===== config.mk =====
export PLATFORM = sky130hd
export DESIGN_NAME = lru_page_replacement_core
export DESIGN_NICKNAME = d
export VERILOG_FILES = /design/src/rtl/core/lru_pkg.sv /design/src/rtl/core/lru_page_replacement_core.sv /design/src/rtl/core/lru_cell.sv
export SDC_FILE = /design/constraint.sdc
export NUM_CORES = 1
export LEC_CHECK = 0
export BUFFER_PORTS_ARGS = -buffer_cell sky130_fd_sc_hd__buf_2
export CORE_MARGIN = 4
export CORE_UTILIZATION = 55
export DETAILED_ROUTE_END_ITERATION = 8
export PLACE_DENSITY = 0.73
export SLEW_MARGIN = 20
export SYNTH_ARGS = -nofsm -noshare
export SYNTH_HDL_FRONTEND = slang
export SYNTH_HIERARCHICAL = 1
export SYNTH_SLANG_ARGS = --single-unit

===== constraint.sdc =====
create_clock -name clk -period 5.7 [get_ports clk]
set_input_delay 0.57 -clock clk [delete_from_list [all_inputs] [get_ports clk]]
set_output_delay 0.57 -clock clk [all_outputs]
set_load 0.01 [all_outputs]

===== src/rtl/core/lru_pkg.sv =====
`timescale 1ns / 1ps

package lru_pkg;

  localparam int MAX_FRAMES = 16;
  localparam int PAGE_BITS  = 16;

  // fixed port widths
  localparam int PAGE_PORT_W = 16;
  localparam int CFG_W       = 5;
  localparam int TOTAL_W     = 32;

  // occupancy and frame count hold 0..MAX_FRAMES
  localparam int CNT_W = $clog2(MAX_FRAMES + 1);
  localparam int POS_W = $clog2(MAX_FRAMES);
  localparam int CMP_W = (CFG_W > CNT_W) ? CFG_W : CNT_W;

  typedef logic [PAGE_BITS-1:0] page_t;
  typedef logic [CNT_W-1:0]     cnt_t;

  typedef struct packed {
    logic accept;     // transaction taken this cycle
    logic hit_any;    // reference found somewhere in the chain
    logic valid;      // cell holds a resident page
    logic in_window;  // cell position below the frame count
  } cell_ctl_t;

endpackage


===== src/rtl/core/lru_page_replacement_core.sv =====
`timescale 1ns / 1ps
// result: a taken transaction shows its result with done in the next cycle
// throughput: one reference per cycle, busy stays low; the receiver cannot stall
// the cycle is set by the cell chain: tag compare, hit ripple and recency shift
// reset: synchronous, empties the table, clears both totals, frame count returns to 16
module lru_page_replacement_core import lru_pkg::*; (
  input  logic                   clk,
  input  logic                   rst,
  input  logic                   start,
  output logic                   busy,
  input  logic [PAGE_PORT_W-1:0] page_number,
  input  logic                   cfg_write,
  input  logic [CFG_W-1:0]       cfg_data,
  output logic                   done,
  output logic                   hit,
  output logic                   evicted_valid,
  output logic [PAGE_PORT_W-1:0] evicted_page,
  output logic [TOTAL_W-1:0]     hit_total,
  output logic [TOTAL_W-1:0]     fault_total
);

  // cell i holds the page of recency rank i, most recent at cell 0
  page_t                   pages [MAX_FRAMES];
  logic [MAX_FRAMES:0]     seen;
  cell_ctl_t               ctl [MAX_FRAMES];

  cnt_t                    count;
  cnt_t                    count_next;
  cnt_t                    frames;
  cnt_t                    frames_next;
  page_t                   ref_page;
  logic                    accept;
  logic                    hit_any;
  logic                    full;
  logic [POS_W-1:0]        last_pos;
  cnt_t                    last_cnt;
  logic [CMP_W-1:0]        cfg_wide;

  assign busy     = 1'b0;
  assign accept   = start && !busy;
  assign ref_page = PAGE_BITS'(page_number);
  assign hit_any  = seen[MAX_FRAMES];
  assign full     = (count >= frames);
  assign last_cnt = count - cnt_t'(1);
  assign last_pos = last_cnt[POS_W-1:0];
  assign seen[0]  = 1'b0;
  assign cfg_wide = CMP_W'(cfg_data);

  for (genvar i = 0; i < MAX_FRAMES; i++) begin : g_cell
    assign ctl[i].accept    = accept;
    assign ctl[i].hit_any   = hit_any;
    assign ctl[i].valid     = cnt_t'(i) < count;
    assign ctl[i].in_window = cnt_t'(i) < frames;

    lru_cell u_cell (
      .clk      (clk),
      .ctl      (ctl[i]),
      .ref_page (ref_page),
      .nbr_page ((i == 0) ? ref_page : pages[(i == 0) ? 0 : i - 1]),
      .seen_in  (seen[i]),
      .seen_out (seen[i+1]),
      .page     (pages[i])
    );
  end

  always_comb begin
    frames_next = frames;
    count_next  = count;
    if (cfg_write) begin
      if (cfg_wide == '0) begin
        frames_next = cnt_t'(1);
      end else if (cfg_wide > CMP_W'(MAX_FRAMES)) begin
        frames_next = cnt_t'(MAX_FRAMES);
      end else begin
        frames_next = cnt_t'(cfg_wide);
      end
      // dropping the least recent pages is just a shorter stack
      if (count > frames_next) begin
        count_next = frames_next;
      end
    end else if (accept && !hit_any && !full) begin
      count_next = count + cnt_t'(1);
    end
  end

  always_ff @(posedge clk) begin
    if (rst) begin
      count       <= '0;
      frames      <= cnt_t'(MAX_FRAMES);
      done        <= 1'b0;
      hit_total   <= '0;
      fault_total <= '0;
    end else begin
      count  <= count_next;
      frames <= frames_next;
      done   <= accept;
      if (accept) begin
        if (hit_any) begin
          if (hit_total != '1) begin
            hit_total <= hit_total + TOTAL_W'(1);
          end
        end else if (fault_total != '1) begin
          fault_total <= fault_total + TOTAL_W'(1);
        end
      end
    end
  end

  always_ff @(posedge clk) begin
    if (accept) begin
      hit           <= hit_any;
      evicted_valid <= !hit_any && full;
      evicted_page  <= (!hit_any && full) ? PAGE_PORT_W'(pages[last_pos]) : '0;
    end
  end

endmodule


===== src/rtl/core/lru_cell.sv =====
`timescale 1ns / 1ps

module lru_cell import lru_pkg::*; (
  input  logic      clk,
  input  cell_ctl_t ctl,
  input  page_t     ref_page,
  input  page_t     nbr_page,
  input  logic      seen_in,
  output logic      seen_out,
  output page_t     page
);

  logic match;
  logic load;

  assign match    = ctl.valid && (page == ref_page);
  assign seen_out = seen_in || match;

  // on a hit only positions up to the hit shift; on a miss the whole window shifts
  assign load = ctl.accept && (ctl.hit_any ? !seen_in : ctl.in_window);

  always_ff @(posedge clk) begin
    if (load) begin
      page <= nbr_page;
    end
  end

endmodule


# Yosys cells after proc, flatten, opt, wreduce, memory -nomap -nowiden
# Index checks and enable logic that the tools add are counted.
[op_classes]
mux = 25
n_addsub = 4
reduce_logical = 72
bitwise = 2
order_cmp = 36
n_eq_ne = 19
[ops]
columns = ["operator", "n"]
rows = [
  ["== test 16 bit", 16],
  ["less-than comparator 4 x 5 -> 1 bit (first input constant)", 16],
  ["adder 32 x 1 -> 32 bit (second input constant)", 2],
  ["binary-select mux 16 bit (select 4 bit)", 1],
  ["!= test 32 bit (second input constant)", 2],
  ["less-than comparator 3 x 5 -> 1 bit (first input constant)", 8],
  ["logical AND 1 bit", 35],
  ["2-to-1 mux 16 bit", 2],
  ["2-to-1 mux 5 bit", 6],
  ["less-than comparator 1 x 5 -> 1 bit (first input constant)", 4],
  ["less-than comparator 2 x 5 -> 1 bit (first input constant)", 4],
  ["zero test 1 bit", 17],
  ["2-to-1 mux 1 bit", 16],
  ["logical OR 1 bit", 15],
  ["AND reduction 3 bit", 2],
  ["adder 5 x 1 -> 5 bit (second input constant)", 1],
  ["greater-or-equal comparator 5 bit", 1],
  ["greater-or-equal comparator 5 bit (second input constant)", 1],
  ["greater-than comparator 5 bit", 1],
  ["greater-than comparator 5 bit (second input constant)", 1],
  ["zero test 5 bit", 1],
  ["NOT 4 -> 5 bit", 1],
  ["subtractor 4 x 1 -> 4 bit (second input constant)", 1],
  ["!= test 2 x 1 -> 1 bit (second input constant)", 1],
  ["3 further kinds", 3],
]
[word_totals]
out_inout_bits = 84
elab_cells = 182
inputBits = 25
regBits = 349

# Depth between registers and ports, before layout
# Gate-level depths: netlist (run 1).
[logic_depth]
word_depth = 22
mapped_depth = 28
depth_no_buf = 25

# Modules after synthesis
# The synthesis (run 1) kept the hierarchy.
[modules_own_cells]
columns = ["mod", "area_each_um2", "instances", "seq_area_each_um2", "cells_each"]
rows = [
  ["lru_cell", 679.4, 16, 480.5, 41],
  ["lru_page_replacement_core", 6976.7, 1, 2042.0, 728],
]

# Least setup slack after synthesis (run 1)
# Ideal clock, no wire load.
[synth_path]
path_type = "flip-flop to flip-flop"
startpoint = "register count[0]"
endpoint = "register fault_total[22]"
stages_incl_launch_ff = 27
required_ns = 5.584
synth_period_minus_slack_ns = 6.034
setup_slack_ns = -0.334
arrival_time_ns = 5.918
setup_ns = 0.116
cell_sequence = "dfxtp_1 -> buf_2 -> buf_2 -> buf_2 -> nor2_1 -> nand2_1 -> a41o_1 -> a41o_1 -> a41o_1 -> a41o_1 -> a41o_1 -> a41o_1 -> a41o_1 -> a41o_1 -> a41o_1 -> a41o_1 -> a41o_1 -> a41o_1 -> a41o_1 -> a41o_1 -> a41o_1 -> a41o_1 -> and4b_1 -> nand4_1 -> a21oi_1 -> a311oi_1 -> a41o_1"
[synth_lines]
columns = ["item", "line", "text"]
rows = [
  ["from (decl)", "lru_page_replacement_core.sv:27", "cnt_t count;"],
  ["from (signal assigned)", "lru_page_replacement_core.sv:94", "count <= count_next;"],
  ["to (signal assigned)", "lru_page_replacement_core.sv:103", "fault_total <= fault_total + TOTAL_W'(1);"],
  ["to (decl)", "lru_page_replacement_core.sv:19", "output logic [TOTAL_W-1:0] fault_total"],
]

==> results of run 1 <==
==> cell families (layout without fill, tap and decap cells) <==
kind of cell	after synthesis	after routing	share of synthesized area
fa+ha+maj	14	14	0.00982
simple gates	360	360	0.114
xor+xnor	274	274	0.134
other cells	1	4	0.000210
buf+inv	95	341	0.0216
compound gates	186	186	0.0704
flops	349	349	0.545
mux	105	105	0.104
==> repair_timing <==
item,4_1_cts,5_1_grt
endpoints found under the setup margin,118,232
setup buffers,12,13
resized for setup,13,49
endpoints found under the hold margin,0,0
hold buffers,0,0
pin swaps,8,26
==> cells in the final DEF (no fill, tap or decap), types with 10 or more instances in the layout <==
master	count
edfxtp_1	274
ha_1	13
a211oi_1	28
o31ai_1	11
o21ai_0	40
nor4_1	23
clkbuf_1	10
or3_1	23
nand4_1	55
mux2i_1	33
clkbuf_16	39
buf_12	17
buf_2	107
a41o_1	18
xor2_1	65
xnor2_1	207
inv_1	40
nor2_1	44
mux4_2	64
a21oi_1	37
nand2_1	41
buf_4	98
dfxtp_1	72
nand3_1	40
nor2b_1	25
nor3_1	23
and2_1	22
==> worst register-to-register path, cell delays in order (launching register included) <==
cell and delay, ps:
dfxtp_2 330, nor2_4 160, inv_2 70, nor2_4 100, nand2_2 90, a41o_1 260
a41o_1 230, a41o_1 230, a41o_1 220, a41o_1 220, a41o_1 230, a41o_1 240
a41o_1 240, a41o_1 240, a41o_1 230, a41o_1 230, a41o_1 220, a41o_1 220
a41o_1 220, a41o_1 240, a41o_4 310, and3b_1 220, and4_4 240, buf_6 130
nand4_1 110, or3_1 350, a21oi_2 130
==> path summary, 6_finish.rpt <==
path,startpoint,endpoint,slack (ps),depth (start not counted)
worst max-delay path,count[4]$_SDFFE_PP0P_,fault_total[15]$_SDFFE_PP0P_,-70,26
worst min-delay path,cfg_data[1],frames[1]$_SDFFE_PP0P_,350,3
worst max register to register,count[4]$_SDFFE_PP0P_,fault_total[15]$_SDFFE_PP0P_,-70,26
worst min register to register,g_cell[9].u_cell/page[13]$_DFFE_PP_,g_cell[10].u_cell/page[13]$_DFFE_PP_,490,0
==> routing by layer <==
layer	vias to the layer above	GRT usage	part of all wire	routed length [µm]
li1	5739	-	-	-
met1	6188	0.353	0.45	19300
met2	424	0.369	0.46	20000
met3	70	0.0382	0.070	3020
met4	0	0.0624	0.023	1020
met5	-	0	0	0
==> through the flow <==
stage	setup WS [ps]	area, µm²	power, W
after floorplan	18.4	17900	0.00381
after global placement	-215	19700	0.00421
after detailed placement	-332	19700	0.00424
after CTS	-43.1	21000	0.00658
after global routing	-286	21400	0.00685
final	-69.4	21400	0.00659
==> sequential cells by signal, summed over array words and instances, names as in the netlist <==
| register | flops |
|---|---|
| g_cell.u_cell/page | 256 |
| hit | 1 |
| count | 5 |
| frames | 5 |
| done | 1 |
| evicted_valid | 1 |
| evicted_page | 16 |
| hit_total | 32 |
| fault_total | 32 |
==> cell type report <==
class / instances / area, µm²
Fill cell: 2262 / 10400
Antenna cell: 1 / 2.50
Clock inverter: 17 / 123
Timing Repair Buffer: 229 / 1690
Multi-Input combinational cell: 942 / 8050
Inverter: 43 / 161
Clock buffer: 52 / 1050
Tap cell: 435 / 544
Sequential cell: 349 / 9740
==> power groups by stage <==
stage | Combinational [W] | Clock, W | Sequential, W
5_1_grt | 0.00131 | 0.00250 | 0.00303
6_report | 0.00123 | 0.00234 | 0.00302
2_1_floorplan | 0.000768 | 0 | 0.00305
4_1_cts | 0.00119 | 0.00237 | 0.00302
3_3_place_gp | 0.00115 | 0 | 0.00306
3_5_place_dp | 0.00117 | 0 | 0.00307
==> results.txt, run 1 <==
Die Span Y = 188 µm
Final WS setup = -69.4 ps
DRC = 0
Tmin final = 5770 ps
Total I/O pin count = 109
Max Fanout on Critical Path = 8
Pins Over Slew Limit = 0
Fin Setup TNS = -488 ps
Sequential Power Share = 0.458
GR Util All Layers = 0.238
Leak pwr = 7.50 nW
Worst VDD drop = 0.201 mV
Crit-path slowest cell = or3_1
Gate Count Post-Synth = 1384
Crit-path max cell delay = 350 ps
Yosys reg bits = 349
Outcome = complete, but fails checks
Antenna viol nets, final = 0
Pwr per Cell Area = 309 nW/µm²
RSZ-0062 raised after global routing = yes
Worst Max-Slew Pin Slew = 921 ps
Commonest cells in the netlist = edfxtp_1 (274), xnor2_1 (209), dfxtp_1 (75), xor2_1 (65), mux4_2 (64)
Max_slew headroom = 0.386
Cell Rows = 65
Full die area = 35400 µm²
Avg WL per Cell = 21.0 µm
Most common cell in the synthesized netlist = edfxtp_1
Netlist Area Pre-Place = 17800 µm²
Top-area cell type share of the netlist area = 0.461
GPL Wtd Cong = 0.882
Buf+Inv Stages, Crit Path = 2
Arr. time, crit path = 6210 ps
Cell family with most CP delay = compound AO/OA/AOI/OAI gates
Initial antenna violation count = 1
First-pass GRT wire length = 67300 µm
Max Cap Viol = 0
Clk slew on worst S/H paths = 60 ps
Failing checks = setup timing
Placed Instances = 1973
Comb pwr share = 0.186
I/O Buffers = 107
Data required time of the worst path = 6150 ps
Final Cycle Share = 1.01
Clock Sinks = 349
TritonCTS clock tree = yes
Psw = 0.00178 W
Number of synthesized flops with an enable pin = 274
Leading post-synthesis cells by cell area = edfxtp_1 (46%), xnor2_1 (10%), dfxtp_1 (8.4%)
Max Root-Sink Buffers = 3
Total gr overflow = 0
P&R area growth vs syn = 19.6%
Vias = 12421
Synth unique cells = 61
Layout cell share with drive strength beyond 1 = 0.257
Hold Violations, Final = 0
Initial Utilization = 0.561
Clk_skew = 17.3 ps
Startpoint class of the critical path = register
Sequential fraction of the synthesis area = 0.545
First-pass iteration count of the detailed router = 6
Total number of yosys warnings = 6
P_int = 0.00481 W
Max Freq = 173 MHz
CTS H-tree lvls = 2
Core area = 31800 µm²
Hold Crit Class = input pin to register
Starting DRT DRC Count = 1010
Switching Share = 0.270
Asr flop ratio synth = 0
Hpwl dp = 30900 µm
Hold Worst Slack = 347 ps
Number of global-route vias before repair = 12043
Die Wd = 188 µm
Clock latency on the worst-skew pair = 530 ps
Aggregate routed wire length = 43400 µm
Largest net degree at the start of global routing = 50
Clk root buf = clkbuf_16
CP most frequent cell = a41o_1
Synth area leader = edfxtp_1
Clock power share = 0.356
Top FF cell, synth = edfxtp_1
Mean Syn Cell Area = 12.9 µm²
Crit Path Class = register to register
Nets@finish = 1643
Via-to-Cell Ratio = 6.01
Endpoints failing setup = 15
Final cell count without fillers = 2068
Post-layout util = 0.671
Critical Path Sink Type = register
Inserted Clock Buffers = 39
No activity file was read; power rests on OpenSTA's default activity.
==> run 2: changes to the inputs <==
--- a/config.mk
+++ b/config.mk
@@ -15,3 +15,4 @@
 export SYNTH_HDL_FRONTEND = slang
 export SYNTH_HIERARCHICAL = 1
 export SYNTH_SLANG_ARGS = --single-unit
+export TNS_END_PERCENT = 1
==> results.txt, run 2 (synthesis results as in run 1) <==
Starting DRT DRC Count = 982 (was 1010)
I/O Buffers = 107 (unchanged)
Hold Worst Slack = 353 ps (was 347 ps)
Max Freq = 174 MHz (was 173 MHz)
Outcome = complete, but fails checks (unchanged)
Initial antenna violation count = 1 (unchanged)
Max Cap Viol = 0 (unchanged)
Biggest register = g_cell.u_cell/page (unchanged)
CTS Hold Buffers Added = 0 (unchanged)
P_int = 0.00481 W (about the same)
Fin Setup TNS = -327 ps (was -488 ps)
Max Fanout on Critical Path = 8 (unchanged)
Core area = 31800 µm² (unchanged)
Max Root-Sink Buffers = 3 (unchanged)
Pins Over Slew Limit = 0 (unchanged)
Inserted Clock Buffers = 39 (unchanged)
Most common cell after layout, fill and taps aside = edfxtp_1 (unchanged)
Hold Violations, Final = 0 (unchanged)
DRC = 0 (unchanged)
Setup crit start = count[4]$_SDFFE_PP0P_ (unchanged)
Multi-input logic area = 7960 µm² (was 8050 µm²)
Reg2reg start = count[4]$_SDFFE_PP0P_ (unchanged)
Worst VDD drop = 0.203 mV (was 0.201 mV)
Data required time of the worst path = 6160 ps (was 6150 ps)
First-pass iteration count of the detailed router = 5 (was 6)
Arr. time, crit path = 6210 ps (about the same)
Max FFs per register = 256 (unchanged)
Leak pwr = 7.46 nW (was 7.50 nW)
Max_slew headroom = 0.386 (about the same)
Switching Share = 0.269 (was 0.270)
Total I/O pin count = 109 (unchanged)
Largest net degree at the start of global routing = 50 (unchanged)
Hold_sp = cfg_data[3] (was cfg_data[1])
Clk root buf = clkbuf_16 (unchanged)
Final WS setup = -56.4 ps (was -69.4 ps)
Avg WL per Cell = 20.9 µm (was 21.0 µm)
Failing checks = setup timing (unchanged)
Final Cycle Share = 1.01 (about the same)
Most frequent cells in the layout = edfxtp_1 (274), xnor2_1 (207), buf_2 (107), buf_4 (98), dfxtp_1 (72) (unchanged)
Crit Path Class = register to register (unchanged)
Comb pwr share = 0.185 (was 0.186)
First-pass GRT wire length = 67300 µm (unchanged)
R2R Setup Slk = -60 ps (was -70 ps)
Endpoints failing setup = 14 (was 15)
RSZ-0062 raised after global routing = yes (unchanged)
Initial Utilization = 0.561 (unchanged)
Clock latency on the worst-skew pair = 530 ps (about the same)
Tmin final = 5760 ps (was 5770 ps)
Fillers = 2281 (was 2262)
Clk_skew = 21.4 ps (was 17.3 ps)
GPL Wtd Cong = 0.882 (unchanged)
Worst Max-Slew Pin Slew = 921 ps (about the same)
Vias = 12339 (was 12421)
Antenna viol nets, final = 0 (unchanged)
GR Util All Layers = 0.238 (unchanged)
Cell Rows = 65 (unchanged)
Pwr per Cell Area = 310 nW/µm² (was 309 nW/µm²)
Nets@finish = 1639 (was 1643)
P&R area growth vs syn = 18.9% (was 19.6%)
TritonCTS clock tree = yes (unchanged)
Critical Path Sink Type = register (unchanged)
Hpwl dp = 30900 µm (unchanged)
Total gr overflow = 0 (unchanged)
FF/Latch Area = 9740 µm² (unchanged)
Tot Pwr = 0.00658 W (was 0.00659 W)
Psw = 0.00177 W (was 0.00178 W)
Via-to-Cell Ratio = 5.98 (was 6.01)
Number of global-route vias before repair = 12043 (unchanged)
Clock Sinks = 349 (unchanged)
Startpoint class of the critical path = register (unchanged)
Aggregate routed wire length = 43100 µm (was 43400 µm)
Sequential Power Share = 0.459 (was 0.458)
Hold Crit Class = input pin to register (unchanged)
Die Wd = 188 µm (unchanged)
Largest registers = g_cell.u_cell/page x256, fault_total x32, hit_total x32 (unchanged)
Clk slew on worst S/H paths = 60 ps (about the same)
Die Span Y = 188 µm (unchanged)
Full die area = 35400 µm² (unchanged)
CTS H-tree lvls = 2 (unchanged)
Clock power share = 0.355 (was 0.356)
Layout cell share with drive strength beyond 1 = 0.251 (was 0.257)
[run 2: changes by cell type in the layout (fill, tap and decap cells not counted), sizes merged]
cell / previous run / this run
buf: 229 / 225
[run 2: final timing paths]
path,end,cells after the start
worst max-delay path,hit_total[13]$_SDFFE_PP0P_,27
worst min-delay path,frames[3]$_SDFFE_PP0P_,3
worst max register to register,hit_total[13]$_SDFFE_PP0P_,27
worst min register to register,g_cell[4].u_cell/page[1]$_DFFE_PP_,0
[run 2: layer usage]
layer / wire (µm) / global-route usage / part of all wire / vias to the layer above
li1: - / - / - / 5737
met3: 2990 / 0.0382 / 0.069 / 68
met5: 0 / 0 / 0 / -
met2: 19900 / 0.369 / 0.46 / 400
met1: 19200 / 0.353 / 0.45 / 6134
met4: 1000 / 0.0624 / 0.023 / 0
[run 2: power groups by stage]
stage | Clock (W) | Combinational [W] | Sequential [W]
after floorplan | 0 | 0.000768 | 0.00305
after global placement | 0 | 0.00115 | 0.00306
after detailed placement | 0 | 0.00117 | 0.00307
after CTS | 0.00237 | 0.00119 | 0.00302
after global routing | 0.00250 | 0.00130 | 0.00303
final | 0.00234 | 0.00122 | 0.00302
[run 2: repair_timing]
item / CTS / global route
gates resized for setup: 13 / 32
pin swaps: 8 / 20
buffers inserted: 12 / 9
setup endpoints to repair: 118 / 232
[run 2: critical path, stage by stage, from the launching register on]
cell and delay (ps):
dfxtp_2 330, nor2_4 160, inv_2 70, nor2_4 100, nand2_2 90, a41o_1 260, a41o_1 240, a41o_1 230
a41o_1 220, a41o_1 220, a41o_1 230, a41o_1 240, a41o_1 240, a41o_1 240, a41o_1 230, a41o_1 220
a41o_1 220, a41o_1 230, a41o_1 220, a41o_1 230, a41o_4 310, buf_4 160, and2_1 140, nand4_1 130
a31oi_2 100, buf_4 210, a311oi_2 290, a41o_1 150
[run 2: metrics by stage]
step	util	cells	instance area (µm²)	worst slack (ps)
floorplan	-	1386	17900	18.4
global placement	0.619	1973	19700	-215
detailed placement	0.619	1973	19700	-332
CTS	0.660	2054	21000	-43.1
global route	0.667	2064	21200	-277
finish	0.667	2064	21200	-56.4
[run 2: area by class of cell]
| class | instances | share of cell area |
|---|---|---|
| Antenna cell | 1 | 0.000118 |
| Clock buffer | 52 | 0.0494 |
| Clock inverter | 17 | 0.00578 |
| Inverter | 43 | 0.00761 |
| Multi-Input combinational cell | 942 | 0.375 |
| Sequential cell | 349 | 0.459 |
| Tap cell | 435 | 0.0257 |
| Timing Repair Buffer | 225 | 0.0772 |
